--- src/rtl/core/stepper_pid_step_generator_macros.svh ---
// Assertion macros shared by the step generator RTL.
`ifndef STEPPER_PID_STEP_GENERATOR_MACROS_SVH
`define STEPPER_PID_STEP_GENERATOR_MACROS_SVH

// Condition must hold on every clock out of reset.
`define SPSG_ASSERT(lbl, cond, msg) \
  lbl: assert property (@(posedge clk) disable iff (!rst_n) (cond)) else $error(msg);

// Antecedent implies consequent on the next clock.
`define SPSG_ASSERT_NEXT(lbl, ante, cons, msg) \
  lbl: assert property (@(posedge clk) disable iff (!rst_n) (ante) |=> (cons)) else $error(msg);

`endif

--- src/rtl/core/spsg_pkg.sv ---
// Types, constants and saturation helpers for the step generator.
`default_nettype none
package spsg_pkg;

  localparam int MUL_STEPS = 33;
  localparam int DIV_STEPS = 64;
  localparam int CNT_W     = 6;
  localparam int PROD_W    = 97;

  localparam logic ALU_MUL = 1'b0;
  localparam logic ALU_DIV = 1'b1;

  localparam logic [63:0] MICRO     = 64'd1000000;
  localparam logic [63:0] ANGLE_DIV = 64'd92160;
  localparam logic [31:0] DT_ZERO   = 32'd100;
  localparam logic [63:0] MAG_MIN   = 64'd6553;
  localparam logic [63:0] S64_MAX   = {1'b0, {63{1'b1}}};
  localparam logic [63:0] S64_MIN   = {1'b1, {63{1'b0}}};

  typedef struct packed {
    logic        start;
    logic        op;
    logic [63:0] a;
    logic [63:0] b;
  } alu_req_t;

  typedef struct packed {
    logic              done;
    logic [PROD_W-1:0] prod;
    logic [63:0]       quot;
    logic [63:0]       rem;
  } alu_rsp_t;

  function automatic logic [63:0] sat_add(input logic [63:0] a, input logic [63:0] b);
    logic [63:0] s;
    s = a + b;
    if (a[63] == b[63] && s[63] != a[63]) begin
      return a[63] ? S64_MIN : S64_MAX;
    end
    return s;
  endfunction

  function automatic logic [63:0] neg_if(input logic [63:0] v, input logic neg);
    return neg ? (64'd0 - v) : v;
  endfunction

  function automatic logic [63:0] sat_mag(input logic [PROD_W-1:0] m, input logic neg);
    if (neg) begin
      if (m > {{(PROD_W-64){1'b0}}, S64_MIN}) begin
        return S64_MIN;
      end
      return 64'd0 - m[63:0];
    end
    if (m > {{(PROD_W-64){1'b0}}, S64_MAX}) begin
      return S64_MAX;
    end
    return m[63:0];
  endfunction

endpackage
`default_nettype wire

--- src/rtl/core/spsg_alu.sv ---
// Shared bit-serial multiplier and restoring divider.
`default_nettype none
module spsg_alu (
  input  wire logic              clk,
  input  wire logic              rst_n,
  input  wire spsg_pkg::alu_req_t req,
  output spsg_pkg::alu_rsp_t      rsp
);

  logic                          op_r, op_nxt;
  logic [63:0]                   opa_r, opa_nxt;
  logic [spsg_pkg::PROD_W-1:0]   acc_r, acc_nxt;
  logic [63:0]                   rem_r, rem_nxt;
  logic [63:0]                   quo_r, quo_nxt;
  logic [spsg_pkg::CNT_W-1:0]    cnt_r, cnt_nxt;
  logic                          busy_r, busy_nxt;
  logic                          done_r, done_nxt;
  logic [64:0]                   msum;
  logic [64:0]                   dtry;
  logic [64:0]                   dsub;
  logic                          dge;

  always_comb begin
    op_nxt   = op_r;
    opa_nxt  = opa_r;
    acc_nxt  = acc_r;
    rem_nxt  = rem_r;
    quo_nxt  = quo_r;
    cnt_nxt  = cnt_r;
    busy_nxt = busy_r;
    done_nxt = 1'b0;
    msum = {1'b0, acc_r[96:33]} + {1'b0, opa_r};
    dtry = {rem_r, quo_r[63]};
    dge  = dtry >= {1'b0, opa_r};
    dsub = dtry - {1'b0, opa_r};
    if (req.start) begin
      op_nxt   = req.op;
      busy_nxt = 1'b1;
      if (req.op == spsg_pkg::ALU_MUL) begin
        opa_nxt = req.a;
        acc_nxt = {64'd0, req.b[32:0]};
        cnt_nxt = spsg_pkg::CNT_W'(spsg_pkg::MUL_STEPS - 1);
      end else begin
        opa_nxt = req.b;
        rem_nxt = 64'd0;
        quo_nxt = req.a;
        cnt_nxt = spsg_pkg::CNT_W'(spsg_pkg::DIV_STEPS - 1);
      end
    end else if (busy_r) begin
      if (op_r == spsg_pkg::ALU_MUL) begin
        acc_nxt = acc_r[0] ? {msum, acc_r[32:1]} : {1'b0, acc_r[96:33], acc_r[32:1]};
      end else begin
        rem_nxt = dge ? dsub[63:0] : dtry[63:0];
        quo_nxt = {quo_r[62:0], dge};
      end
      if (cnt_r == '0) begin
        busy_nxt = 1'b0;
        done_nxt = 1'b1;
      end else begin
        cnt_nxt = cnt_r - 1'b1;
      end
    end
  end

  always_ff @(posedge clk) begin
    if (!rst_n) begin
      busy_r <= 1'b0;
      done_r <= 1'b0;
    end else begin
      busy_r <= busy_nxt;
      done_r <= done_nxt;
    end
    op_r  <= op_nxt;
    opa_r <= opa_nxt;
    acc_r <= acc_nxt;
    rem_r <= rem_nxt;
    quo_r <= quo_nxt;
    cnt_r <= cnt_nxt;
  end

  assign rsp.done = done_r;
  assign rsp.prod = acc_r;
  assign rsp.quot = quo_r;
  assign rsp.rem  = rem_r;

endmodule
`default_nettype wire

--- src/rtl/core/stepper_pid_step_generator.sv ---
// Top level: PID position loop feeding a step/direction pulse generator.
//
//  channel | direction | handshake          | payload
//  in_     | input     | in_valid/in_stall   | target_angle, now_us
//  out_    | output    | out_valid/out_stall | step_pulse, direction, position,
//          |           |                     | step_interval_us, at_target
//  cfg_    | input     | cfg_we              | cfg_index, cfg_wdata
//
// One tick runs a sequence on the shared multiply/divide unit: a multiply runs
// 33 steps, a divide 64 steps. A tick at target ends after the angle multiply
// and divide; a moving tick also runs the PID multiplies and divides, and the
// speed divide when the PID output is large enough. Input is stalled from
// transfer until the result transfers; out_stall holds the result in place.
// Synchronous reset clears the loop state and loads register defaults.
`default_nettype none
`include "stepper_pid_step_generator_macros.svh"
module stepper_pid_step_generator (
  input  wire logic        clk,
  input  wire logic        rst_n,
  input  wire logic        in_valid,
  output logic             in_stall,
  input  wire logic [31:0] in_target_angle,
  input  wire logic [31:0] in_now_us,
  output logic             out_valid,
  input  wire logic        out_stall,
  output logic             out_step_pulse,
  output logic             out_direction,
  output logic [31:0]      out_position,
  output logic [15:0]      out_step_interval_us,
  output logic             out_at_target,
  input  wire logic        cfg_we,
  input  wire logic [2:0]  cfg_index,
  input  wire logic [31:0] cfg_wdata
);

  localparam logic [2:0] R_GAIN_P = 3'd0;
  localparam logic [2:0] R_GAIN_I = 3'd1;
  localparam logic [2:0] R_GAIN_D = 3'd2;
  localparam logic [2:0] R_SPR    = 3'd3;
  localparam logic [2:0] R_MIN    = 3'd4;
  localparam logic [2:0] R_MAX    = 3'd5;
  localparam logic [2:0] R_SPEED  = 3'd6;

  localparam logic [4:0] S_IDLE  = 5'd0;
  localparam logic [4:0] S_TSMUL = 5'd1;
  localparam logic [4:0] S_TSDIV = 5'd2;
  localparam logic [4:0] S_ERR   = 5'd3;
  localparam logic [4:0] S_IMUL  = 5'd4;
  localparam logic [4:0] S_PMUL  = 5'd5;
  localparam logic [4:0] S_IDIV  = 5'd6;
  localparam logic [4:0] S_I1    = 5'd7;
  localparam logic [4:0] S_I2    = 5'd8;
  localparam logic [4:0] S_I2D   = 5'd9;
  localparam logic [4:0] S_DMUL  = 5'd10;
  localparam logic [4:0] S_DDIV  = 5'd11;
  localparam logic [4:0] S_D1    = 5'd12;
  localparam logic [4:0] S_D2    = 5'd13;
  localparam logic [4:0] S_D2D   = 5'd14;
  localparam logic [4:0] S_SUM1  = 5'd15;
  localparam logic [4:0] S_SUM2  = 5'd16;
  localparam logic [4:0] S_MAG   = 5'd17;
  localparam logic [4:0] S_VDIV  = 5'd18;
  localparam logic [4:0] S_CLAMP = 5'd19;
  localparam logic [4:0] S_OUT   = 5'd20;

  logic [31:0] gain_p_r, gain_i_r, gain_d_r, speed_r;
  logic [15:0] spr_r, min_r, max_r;

  logic [4:0]  state_r, state_nxt;
  logic [31:0] angle_r, angle_nxt;
  logic [31:0] now_r, now_nxt;
  logic [48:0] tstep_r, tstep_nxt;
  logic [31:0] err_r, err_nxt;
  logic [31:0] dt_r, dt_nxt;
  logic [63:0] integ_r, integ_nxt;
  logic [63:0] pterm_r, pterm_nxt;
  logic [63:0] iterm_r, iterm_nxt;
  logic [63:0] dterm_r, dterm_nxt;
  logic [63:0] sum_r, sum_nxt;
  logic [63:0] ival_r, ival_nxt;
  logic [63:0] rmag_r, rmag_nxt;
  logic        num_neg_r, num_neg_nxt;
  logic [31:0] pos_r, pos_nxt;
  logic [31:0] prev_r, prev_nxt;
  logic [31:0] last_upd_r, last_upd_nxt;
  logic [31:0] last_step_r, last_step_nxt;
  logic        dir_r, dir_nxt;
  logic        pulse_r, pulse_nxt;
  logic [15:0] intv_r, intv_nxt;
  logic        at_r, at_nxt;
  spsg_pkg::alu_req_t req_r, req_nxt;
  spsg_pkg::alu_rsp_t rsp;

  logic [49:0] err_w;
  logic [31:0] err_sat;
  logic [63:0] err_sat_mag;
  logic [31:0] dt_w;
  logic [63:0] err_mag, gp_mag, gi_mag, gd_mag, integ_mag, sum_mag;
  logic [32:0] diff, diff_mag;
  logic        gi_sgn;
  logic [63:0] iv_lo;
  logic [15:0] iv;
  logic [31:0] elapsed;

  spsg_alu u_alu (
    .clk   (clk),
    .rst_n (rst_n),
    .req   (req_r),
    .rsp   (rsp)
  );

  always_ff @(posedge clk) begin
    if (!rst_n) begin
      gain_p_r <= 32'd131072;
      gain_i_r <= 32'd0;
      gain_d_r <= 32'd32768;
      spr_r    <= 16'd2000;
      min_r    <= 16'd400;
      max_r    <= 16'd10000;
      speed_r  <= 32'd20000;
    end else if (cfg_we) begin
      case (cfg_index)
        R_GAIN_P: gain_p_r <= cfg_wdata;
        R_GAIN_I: gain_i_r <= cfg_wdata;
        R_GAIN_D: gain_d_r <= cfg_wdata;
        R_SPR:    spr_r    <= cfg_wdata[15:0];
        R_MIN:    min_r    <= cfg_wdata[15:0];
        R_MAX:    max_r    <= cfg_wdata[15:0];
        R_SPEED:  speed_r  <= cfg_wdata;
        default: begin
        end
      endcase
    end
  end

  always_comb begin
    err_w = {tstep_r[48], tstep_r} - {{18{pos_r[31]}}, pos_r};
    if (err_w[49:31] != {19{err_w[49]}}) begin
      err_sat = err_w[49] ? 32'h8000_0000 : 32'h7FFF_FFFF;
    end else begin
      err_sat = err_w[31:0];
    end
    err_sat_mag = {32'd0, err_sat[31] ? (32'd0 - err_sat) : err_sat};
    dt_w        = now_r - last_upd_r;
    if (dt_w == 32'd0) begin
      dt_w = spsg_pkg::DT_ZERO;
    end
    err_mag   = {32'd0, err_r[31] ? (32'd0 - err_r) : err_r};
    gp_mag    = {32'd0, gain_p_r[31] ? (32'd0 - gain_p_r) : gain_p_r};
    gi_mag    = {32'd0, gain_i_r[31] ? (32'd0 - gain_i_r) : gain_i_r};
    gd_mag    = {32'd0, gain_d_r[31] ? (32'd0 - gain_d_r) : gain_d_r};
    integ_mag = spsg_pkg::neg_if(integ_r, integ_r[63]);
    diff      = {err_r[31], err_r} - {prev_r[31], prev_r};
    diff_mag  = diff[32] ? (33'd0 - diff) : diff;
    gi_sgn    = gain_i_r[31] ^ integ_r[63];
    sum_mag   = (sum_r == spsg_pkg::S64_MIN) ? spsg_pkg::S64_MAX
                                             : spsg_pkg::neg_if(sum_r, sum_r[63]);
    iv_lo     = (ival_r < {48'd0, min_r}) ? {48'd0, min_r} : ival_r;
    iv        = (iv_lo > {48'd0, max_r}) ? max_r : iv_lo[15:0];
    elapsed   = now_r - last_step_r;
  end

  always_comb begin
    state_nxt     = state_r;
    angle_nxt     = angle_r;
    now_nxt       = now_r;
    tstep_nxt     = tstep_r;
    err_nxt       = err_r;
    dt_nxt        = dt_r;
    integ_nxt     = integ_r;
    pterm_nxt     = pterm_r;
    iterm_nxt     = iterm_r;
    dterm_nxt     = dterm_r;
    sum_nxt       = sum_r;
    ival_nxt      = ival_r;
    rmag_nxt      = rmag_r;
    num_neg_nxt   = num_neg_r;
    pos_nxt       = pos_r;
    prev_nxt      = prev_r;
    last_upd_nxt  = last_upd_r;
    last_step_nxt = last_step_r;
    dir_nxt       = dir_r;
    pulse_nxt     = pulse_r;
    intv_nxt      = intv_r;
    at_nxt        = at_r;
    req_nxt       = req_r;
    req_nxt.start = 1'b0;
    case (state_r)
      S_IDLE: begin
        if (in_valid) begin
          angle_nxt = in_target_angle;
          now_nxt   = in_now_us;
          req_nxt   = '{1'b1, spsg_pkg::ALU_MUL,
                        {32'd0, in_target_angle[31] ? (32'd0 - in_target_angle)
                                                    : in_target_angle},
                        {48'd0, spr_r}};
          state_nxt = S_TSMUL;
        end
      end
      S_TSMUL: begin
        if (rsp.done) begin
          req_nxt   = '{1'b1, spsg_pkg::ALU_DIV, rsp.prod[63:0], spsg_pkg::ANGLE_DIV};
          state_nxt = S_TSDIV;
        end
      end
      S_TSDIV: begin
        if (rsp.done) begin
          tstep_nxt = angle_r[31] ? (49'd0 - {1'b0, rsp.quot[47:0]}) : {1'b0, rsp.quot[47:0]};
          state_nxt = S_ERR;
        end
      end
      S_ERR: begin
        err_nxt = err_sat;
        if (err_sat == 32'd0) begin
          integ_nxt = 64'd0;
          at_nxt    = 1'b1;
          pulse_nxt = 1'b0;
          intv_nxt  = 16'd0;
          state_nxt = S_OUT;
        end else begin
          at_nxt       = 1'b0;
          dt_nxt       = dt_w;
          last_upd_nxt = now_r;
          req_nxt      = '{1'b1, spsg_pkg::ALU_MUL, err_sat_mag, {32'd0, dt_w}};
          state_nxt    = S_IMUL;
        end
      end
      S_IMUL: begin
        if (rsp.done) begin
          integ_nxt = spsg_pkg::sat_add(integ_r, spsg_pkg::neg_if(rsp.prod[63:0], err_r[31]));
          req_nxt   = '{1'b1, spsg_pkg::ALU_MUL, gp_mag, err_mag};
          state_nxt = S_PMUL;
        end
      end
      S_PMUL: begin
        if (rsp.done) begin
          pterm_nxt = spsg_pkg::neg_if(rsp.prod[63:0], gain_p_r[31] ^ err_r[31]);
          req_nxt   = '{1'b1, spsg_pkg::ALU_DIV, integ_mag, spsg_pkg::MICRO};
          state_nxt = S_IDIV;
        end
      end
      S_IDIV: begin
        if (rsp.done) begin
          rmag_nxt  = rsp.rem;
          req_nxt   = '{1'b1, spsg_pkg::ALU_MUL, rsp.quot, gi_mag};
          state_nxt = S_I1;
        end
      end
      S_I1: begin
        if (rsp.done) begin
          iterm_nxt = spsg_pkg::sat_mag(rsp.prod, gi_sgn);
          req_nxt   = '{1'b1, spsg_pkg::ALU_MUL, rmag_r, gi_mag};
          state_nxt = S_I2;
        end
      end
      S_I2: begin
        if (rsp.done) begin
          req_nxt   = '{1'b1, spsg_pkg::ALU_DIV, rsp.prod[63:0], spsg_pkg::MICRO};
          state_nxt = S_I2D;
        end
      end
      S_I2D: begin
        if (rsp.done) begin
          iterm_nxt = spsg_pkg::sat_add(iterm_r, spsg_pkg::neg_if(rsp.quot, gi_sgn));
          req_nxt   = '{1'b1, spsg_pkg::ALU_MUL, gd_mag, {31'd0, diff_mag}};
          state_nxt = S_DMUL;
        end
      end
      S_DMUL: begin
        if (rsp.done) begin
          num_neg_nxt = gain_d_r[31] ^ diff[32];
          req_nxt     = '{1'b1, spsg_pkg::ALU_DIV, rsp.prod[63:0], {32'd0, dt_r}};
          state_nxt   = S_DDIV;
        end
      end
      S_DDIV: begin
        if (rsp.done) begin
          rmag_nxt  = rsp.rem;
          req_nxt   = '{1'b1, spsg_pkg::ALU_MUL, rsp.quot, spsg_pkg::MICRO};
          state_nxt = S_D1;
        end
      end
      S_D1: begin
        if (rsp.done) begin
          dterm_nxt = spsg_pkg::sat_mag(rsp.prod, num_neg_r);
          req_nxt   = '{1'b1, spsg_pkg::ALU_MUL, rmag_r, spsg_pkg::MICRO};
          state_nxt = S_D2;
        end
      end
      S_D2: begin
        if (rsp.done) begin
          req_nxt   = '{1'b1, spsg_pkg::ALU_DIV, rsp.prod[63:0], {32'd0, dt_r}};
          state_nxt = S_D2D;
        end
      end
      S_D2D: begin
        if (rsp.done) begin
          dterm_nxt = spsg_pkg::sat_add(dterm_r, spsg_pkg::neg_if(rsp.quot, num_neg_r));
          state_nxt = S_SUM1;
        end
      end
      S_SUM1: begin
        sum_nxt   = spsg_pkg::sat_add(pterm_r, iterm_r);
        state_nxt = S_SUM2;
      end
      S_SUM2: begin
        sum_nxt   = spsg_pkg::sat_add(sum_r, dterm_r);
        prev_nxt  = err_r;
        state_nxt = S_MAG;
      end
      S_MAG: begin
        dir_nxt = !sum_r[63] && (sum_r != 64'd0);
        if (sum_mag > spsg_pkg::MAG_MIN) begin
          req_nxt   = '{1'b1, spsg_pkg::ALU_DIV, {16'd0, speed_r, 16'd0}, sum_mag};
          state_nxt = S_VDIV;
        end else begin
          ival_nxt  = {48'd0, max_r};
          state_nxt = S_CLAMP;
        end
      end
      S_VDIV: begin
        if (rsp.done) begin
          ival_nxt  = rsp.quot;
          state_nxt = S_CLAMP;
        end
      end
      S_CLAMP: begin
        intv_nxt = iv;
        if (elapsed >= {16'd0, iv}) begin
          pulse_nxt     = 1'b1;
          pos_nxt       = dir_r ? (pos_r + 32'd1) : (pos_r - 32'd1);
          last_step_nxt = now_r;
        end else begin
          pulse_nxt = 1'b0;
        end
        state_nxt = S_OUT;
      end
      S_OUT: begin
        if (!out_stall) begin
          state_nxt = S_IDLE;
        end
      end
      default: state_nxt = S_IDLE;
    endcase
  end

  always_ff @(posedge clk) begin
    if (!rst_n) begin
      state_r       <= S_IDLE;
      integ_r       <= 64'd0;
      pos_r         <= 32'd0;
      prev_r        <= 32'd0;
      last_upd_r    <= 32'd0;
      last_step_r   <= 32'd0;
      dir_r         <= 1'b0;
      req_r.start   <= 1'b0;
    end else begin
      state_r       <= state_nxt;
      integ_r       <= integ_nxt;
      pos_r         <= pos_nxt;
      prev_r        <= prev_nxt;
      last_upd_r    <= last_upd_nxt;
      last_step_r   <= last_step_nxt;
      dir_r         <= dir_nxt;
      req_r.start   <= req_nxt.start;
    end
    req_r.op  <= req_nxt.op;
    req_r.a   <= req_nxt.a;
    req_r.b   <= req_nxt.b;
    angle_r   <= angle_nxt;
    now_r     <= now_nxt;
    tstep_r   <= tstep_nxt;
    err_r     <= err_nxt;
    dt_r      <= dt_nxt;
    pterm_r   <= pterm_nxt;
    iterm_r   <= iterm_nxt;
    dterm_r   <= dterm_nxt;
    sum_r     <= sum_nxt;
    ival_r    <= ival_nxt;
    rmag_r    <= rmag_nxt;
    num_neg_r <= num_neg_nxt;
    pulse_r   <= pulse_nxt;
    intv_r    <= intv_nxt;
    at_r      <= at_nxt;
  end

  assign in_stall             = (state_r != S_IDLE);
  assign out_valid            = (state_r == S_OUT);
  assign out_step_pulse       = pulse_r;
  assign out_direction        = dir_r;
  assign out_position         = pos_r;
  assign out_step_interval_us = intv_r;
  assign out_at_target        = at_r;

  `SPSG_ASSERT(a_no_take_while_result, !out_valid || in_stall, "input taken with result pending")
  `SPSG_ASSERT_NEXT(a_busy_after_take, in_valid && !in_stall, in_stall, "ready after a transfer")
  `SPSG_ASSERT(a_target_quiet, !(out_valid && out_at_target) || (!out_step_pulse && out_step_interval_us == 16'd0), "step at target")
  `SPSG_ASSERT(a_alu_idle_start, !(req_r.start && (state_r == S_IDLE || state_r == S_OUT)), "unit started outside a tick")

endmodule
`default_nettype wire

--- config.mk ---
export PLATFORM = sky130hd
export DESIGN_NAME = stepper_pid_step_generator
export DESIGN_NICKNAME = d
export VERILOG_FILES = /design/src/rtl/core/spsg_pkg.sv /design/src/rtl/core/spsg_alu.sv /design/src/rtl/core/stepper_pid_step_generator.sv
export VERILOG_INCLUDE_DIRS = /design/src /design/src/rtl/core
export SDC_FILE = /design/constraint.sdc
export NUM_CORES = 2
export LEC_CHECK = 0
export ABC_AREA = 0
export BUFFER_PORTS_ARGS = -buffer_cell sky130_fd_sc_hd__buf_2
export CAP_MARGIN = 25
export CORE_ASPECT_RATIO = 0.8
export CORE_MARGIN = 1.5
export CORE_UTILIZATION = 39
export CTS_CLUSTER_DIAMETER = 100
export CTS_CLUSTER_SIZE = 25
export DETAILED_ROUTE_END_ITERATION = 8
export SYNTH_ARGS = -nofsm -noshare
export SYNTH_HDL_FRONTEND = slang
export SYNTH_SLANG_ARGS = --single-unit
--- constraint.sdc ---
create_clock -name clk -period 14.17 [get_ports clk]
set_input_delay 0.7085 -clock clk [delete_from_list [all_inputs] [get_ports clk]]
set_output_delay 0.7085 -clock clk [all_outputs]
set_load 0.005 [all_outputs]
# Word level (Yosys, flattened, before mapping)
# Index checks and enable logic that the tools add are counted.
# W data, S select, Z words.
# word_totals
ff_bits	1382
latch_bits	0
ram_bits	0
rom_bits	0
output_inout_bits	53
elab_cells	349
memories	0
# op_classes
n_addsub	26
n_mul	0
n_div	0
order_cmp	7
eq_ne	63
n_shift	0
mux	155
bitwise	6
reduce_logical	50
# op_table
operator	n
$mux W64	52
$mux W130	13
$pmux W130 S13	1
$pmux W64 S2	5
$mux W97	5
$add A64 B64 Y64	5
$mux W32	10
$sub A1 B64 Y64 const A	4
$sub A1 B32 Y32 const A	6
$pmux W5 S21	1
$gt A97 B63 Y1 const B	1
$gt A97 B64 Y1 const B	1
$mux W5	18
$add A64 B64 Y65	1
$ge A65 B64 Y1	1
$eq A64 B64 Y1 const B	1
$gt A64 B13 Y1 const B	1
$gt A64 B16 Y1	1
$logic_not A32 Y1	2
$lt A64 B16 Y1	1
$reduce_bool A64 Y1	1
$sub A32 B32 Y32	2
$sub A64 B64 Y64	1
$sub A49 B32 Y50	1
other kinds (43)	172

# Longest topological paths before layout
# logic_depth
word_depth	12
mapped_depth	50

# Hierarchy
# Synthesis repeated with hierarchy kept, for this count alone.
# hier_totals
cells_unflattened	12407
area_unflattened_um2	107050.2
# modules_own_cells
module	n_inst	cells_per_inst	area_per_inst_um2	seq_area_each_um2
stepper_pid_step_generator	1	10411	86387.9	27866.7
spsg_alu	1	1996	20662.3	8928.6

# Worst setup path after synthesis
# No wires, ideal clock.
# synth_path
path_kind	register -> register
from	register pos_r[0], in the netlist out_position[0]
to	register req_r[0] in the netlist's numbering, enable pin
setup_ns	0.777
t_arrival_ns	14.531
setup_slack_ns	-1.138
path_stages_with_launch	30
cell_sequence	dfxtp_1 -> ha_1 -> inv_1 -> fa_1 -> a211oi_1 -> o21ai_0 -> o211ai_1 -> a21oi_1 -> o21ai_1 -> a21oi_1 -> or2_2 -> a311oi_1 -> nor4_1 -> o221ai_1 -> nor3_4 -> clkbuf_1 -> clkbuf_1 -> clkbuf_1 -> a21oi_1 -> inv_1 -> ha_1 -> inv_1 -> nor2_1 -> nand2_1 -> nor3_1 -> and3b_1 -> nor3b_1 -> a21oi_2 -> nor2_1 -> nor3_1
# synth_via
elab_chain_cells	6
word_cells_on_any_way	7
cone_classes	add/sub: 1; eq/ne: 2; mux: 2; reduce/logical: 2
# synth_lines
element	line	rtl
start, declared	stepper_pid_step_generator.sv:83	logic [31:0] pos_r, pos_nxt;
start signal, assigned	stepper_pid_step_generator.sv:360	pos_r <= pos_nxt;
$sub A49 B32 Y50 *	stepper_pid_step_generator.sv:137	err_w = {tstep_r[48], tstep_r} - {{18{pos_r[31]}}, pos_r};
$ne A18 B18 Y1 or $mux W32 (tied branches)	stepper_pid_step_generator.sv:138, stepper_pid_step_generator.sv:139	
$mux W32 *	stepper_pid_step_generator.sv:138	if (err_w[49:31] != {19{err_w[49]}}) begin
net err_sat[1]	stepper_pid_step_generator.sv:95	logic [31:0] err_sat;
$logic_not A32 Y1 *	stepper_pid_step_generator.sv:214	if (err_sat == 32'd0) begin
$ne A2 B2 Y1 (no source line) *	n/a	
$reduce_and A14 Y1 (no source line) *	n/a	
end, declared	stepper_pid_step_generator.sv:91	spsg_pkg::alu_req_t req_r, req_nxt;
# Mark *: on every way through the listed nets, which the timed path passes. The rest lies on a longest branch.
# A chain may end at the register's enable or synchronous reset.

# Worst setup path in the final report
# layout_path
from	register min_r[1]
to	register pos_r[31], in the netlist out_position[31]
# layout_via
elab_chain_cells	6
# layout_lines
element	line	rtl
start, declared	stepper_pid_step_generator.sv:67	logic [15:0] spr_r, min_r, max_r;
start signal, assigned	stepper_pid_step_generator.sv:127	R_MIN: min_r <= cfg_wdata[15:0];
$lt A64 B16 Y1	stepper_pid_step_generator.sv:158	iv_lo = (ival_r < {48'd0, min_r}) ? {48'd0, min_r} : ival_r;
$mux W64 *	stepper_pid_step_generator.sv:158	
$gt A64 B16 Y1	stepper_pid_step_generator.sv:159	iv = (iv_lo > {48'd0, max_r}) ? max_r : iv_lo[15:0];
$mux W16 *	stepper_pid_step_generator.sv:159	
net iv[0]	stepper_pid_step_generator.sv:102	logic [15:0] iv;
$ge A32 B16 Y1 *	stepper_pid_step_generator.sv:329	if (elapsed >= {16'd0, iv}) begin
$reduce_and A2 Y1 (no source line) *	n/a	
# Marked as above.

==> Flow_metrics.wiki <==
{| class="wikitable"
! Metric !! Value
|-
| Clock sinks || 1351
|-
| Number of top-level pins || 157
|-
| DR DRC count || 6
|-
| Max Fanout on Critical Path || 71
|-
| Beginning of the worst hold path || in_now_us[13]
|-
| Die width || 578 um
|-
| Max layer used || met5
|-
| Largest registers || req_r x130, u_alu.acc_r x97
|-
| Antenna violations before repair || 62
|-
| CP dominant cell by count || sky130_fd_sc_hd__a21oi_1
|-
| Max Slew Vio Count || 3
|-
| Register bit total from synthesis || 1351
|-
| Final setup violation count || 0
|-
| Core Box Area || 0.262 mm2
|-
| Yosys synthesis warning count || 0
|-
| Worst vdd rail ir drop || 149 uV
|-
| Met1 Wirelength || 208 mm
|-
| Kind of end point of the critical path || register
|-
| Clk pin slew, worst setup/hold paths || 0.10 ns
|-
| Count of cells resized by post-cts repair || 0
|-
| Gate count of the mapped netlist || 11.9k
|-
| Share of final-layout standard cells stronger than drive strength 1 || 7.97%
|-
| CTS tree || built
|-
| HPWL after detailed placement || 365 mm
|-
| Slew at the pin with the worst max-slew slack || 1.54 ns
|-
| Remaining Overflow, GRT || 0
|-
| Met3 wire len || 74.8 mm
|-
| Total power after layout || 0.0167 W
|-
| Synth cell types || 105
|-
| Fin util || 42.3%
|-
| Number of fill cells in the layout || 26.0k
|-
| Class of the tightest hold or removal check || in -> reg
|-
| Predominant post-synthesis flop cell || sky130_fd_sc_hd__edfxtp_1
|-
| CTS H-tree depth || 3
|-
| Worst path top cell family by delay || compound AO/OA/AOI/OAI gates
|-
| Routed Antenna Nets || 0
|-
| Final sum of negative setup slack || 0 ns
|-
| Type of element launching the critical path || register
|-
| Final setup skew || 0.0757 ns
|-
| Share of synthesized area occupied by flip-flops and latches || 35.7%
|-
| Top library cells by usage in the layout, fill and taps aside || 1582 x sky130_fd_sc_hd__nand2_1, 1207 x sky130_fd_sc_hd__a21oi_1, 974 x sky130_fd_sc_hd__edfxtp_1
|-
| Area taken by multi-input logic gates || 0.0625 mm2
|-
| MaxCap Viol Count || 0
|-
| Top cell type's share of synthesized area || 28.4%
|-
| Length of routed met2 wiring || 169 mm
|-
| Worst rel slew slack || -2.48%
|-
| Worst Path Buf+Inv || 4
|-
| Number of hold-slack violations in the final timing report || 0
|-
| DR WL/cell || 30.5 um
|-
| Vertical extent of the die || 463 um
|-
| Register with the highest flop count || req_r
|-
| Initial DRC count || 15.9k
|-
| Number of port buffers || 156
|-
| Root Buffer Master || sky130_fd_sc_hd__clkbuf_16
|-
| Clock insertion delay at the later pin of the skew report || 0.81 ns
|-
| Maximum buffer depth of the clock tree || 3
|-
| Tmin final || 10.34 ns
|-
| Total wire length || 468 mm
|-
| Result of the run || complete, but fails checks
|-
| Final worst hold slack || 0.0799 ns
|-
| Max reg flops || 130
|-
| Routed vias || 97.8k
|-
| Number of hold-repair buffers added at the cts stage || 0
|-
| Synth Cell Area || 0.103 mm2
|-
| Post-route fraction of the period consumed by the critical path || 73.0%
|-
| Biggest area consumer among synthesized cells || sky130_fd_sc_hd__edfxtp_1
|-
| Worst stage delay on the critical path || 0.65 ns
|-
| Number of enable flip-flop cells after synthesis || 974
|-
| Worst EP arrival || 10.93 ns
|-
| Unrepaired setup endpoints after global routing || false
|-
| Power Dens Cells || 150 mW/mm2
|-
| Pin count of the biggest net entering global routing || 143
|-
| Weighted congestion at the end of routability-driven global placement || 1.04
|-
| Inserted Clock Buffers || 77
|-
| Effective utilization at floorplan || 39.3%
|-
| Slowest CP cell || sky130_fd_sc_hd__buf_4
|-
| Floorplan row count || 168
|-
| Worst Path Required || 14.76 ns
|-
| Vias per cell || 6.38
|-
| First-pass GRT wire length || 651 mm
|-
| Ranking of synthesized cells by area || sky130_fd_sc_hd__edfxtp_1 28%, sky130_fd_sc_hd__ha_1 8.2%, sky130_fd_sc_hd__dfxtp_1 7.3%, sky130_fd_sc_hd__xnor2_1 6.0%, sky130_fd_sc_hd__a21oi_1 5.9%
|-
| Avg Synthesized Cell Area || 8.68 um2
|-
| Postcts setup bufs || 0
|-
| Start-to-end type of the worst setup path || reg -> reg
|-
| Combined flip-flop and latch cell area || 0.0368 mm2
|-
| Worst Setup SP || min_r[1]
|-
| Async SR Flop Fraction || 0%
|-
| Total track usage || 33.6%
|-
| Total iterations of the first detailed-routing run || 9
|-
| Achievable clock frequency || 96.7 MHz
|-
| Via count of the first global-routing pass || 87.2k
|-
| Most common cell after layout, fill and taps aside || sky130_fd_sc_hd__nand2_1
|-
| Reg2Reg Launch Point || min_r[1]
|-
| Final-stage net count || 12.5k
|-
| Die footprint || 0.267 mm2
|-
| Reported leakage power || 41.3 nW
|-
| Syn_nets || 12.7k
|-
| Violated checks || design-rule violations, max-slew violations
|-
| Area grow syn2layout || 7.66%
|}
## through the flow
stage	worst slack (ns)	std cells	cell area (um2)
4_1_cts	3.93	15300	111000
3_5_place_dp	4.06	15100	108000
2_1_floorplan	2.89	11900	103000
6_report	3.83	15300	111000
3_3_place_gp	4.07	15100	108000
5_1_grt	2.78	15300	111000
## area by class of cell
cell class	instances	area share, %
Clock inverter	38	0.451
Multi-Input combinational cell	9442	56.3
Clock buffer	101	1.88
Inverter	439	1.49
Antenna cell	24	0.0541
Sequential cell	1351	33.2
Tap cell	3485	3.93
Timing Repair Buffer	445	2.75
## cell usage after synthesis (all sizes together) (222+ instances only)
cell type,number
a21o,324
a21oi,1216
clkbuf,546
dfxtp,377
edfxtp,974
ha,677
inv,436
nand2,1585
nand3,222
nor2,710
o21ai,708
xnor2,711
xor2,369
## power by group
group	total [W]	internal (W)	leakage [nW]	switching, W
logic	0.00776	0.00275	28.0	0.00501
registers	0.00613	0.00530	12.1	0.000835
clock network	0.00278	0.00114	1.26	0.00164
## worst paths after layout
path / to / slack [ns] / cells past startpoint
max: out_position[31] / 3.83 / 48
min: now_r[13] / 0.08 / 1
max reg2reg: out_position[31] / 3.83 / 48
min reg2reg: last_step_r[16] / 0.46 / 2
## layer usage
| metal | up-vias | global-route usage, % |
|---|---|---|
| li1 | 43400 | - |
| met1 | 47300 | 50.8 |
| met2 | 6325 | 42.0 |
| met3 | 724 | 13.6 |
| met4 | 22 | 10.1 |
| met5 | - | 0 |
## kinds of logic after synthesis
family	after synthesis	share of synthesized area, %
DFF	1351	35.7
and+or+nand+nor	3775	17.3
muxes	332	3.44
adders and majority gates	689	8.45
xor gates and xnor gates	1080	9.17
buffers and inverters	1089	4.08
AOI/OAI and AO/OA	3566	21.9
Note: power is estimated with default switching activity, not from simulation.
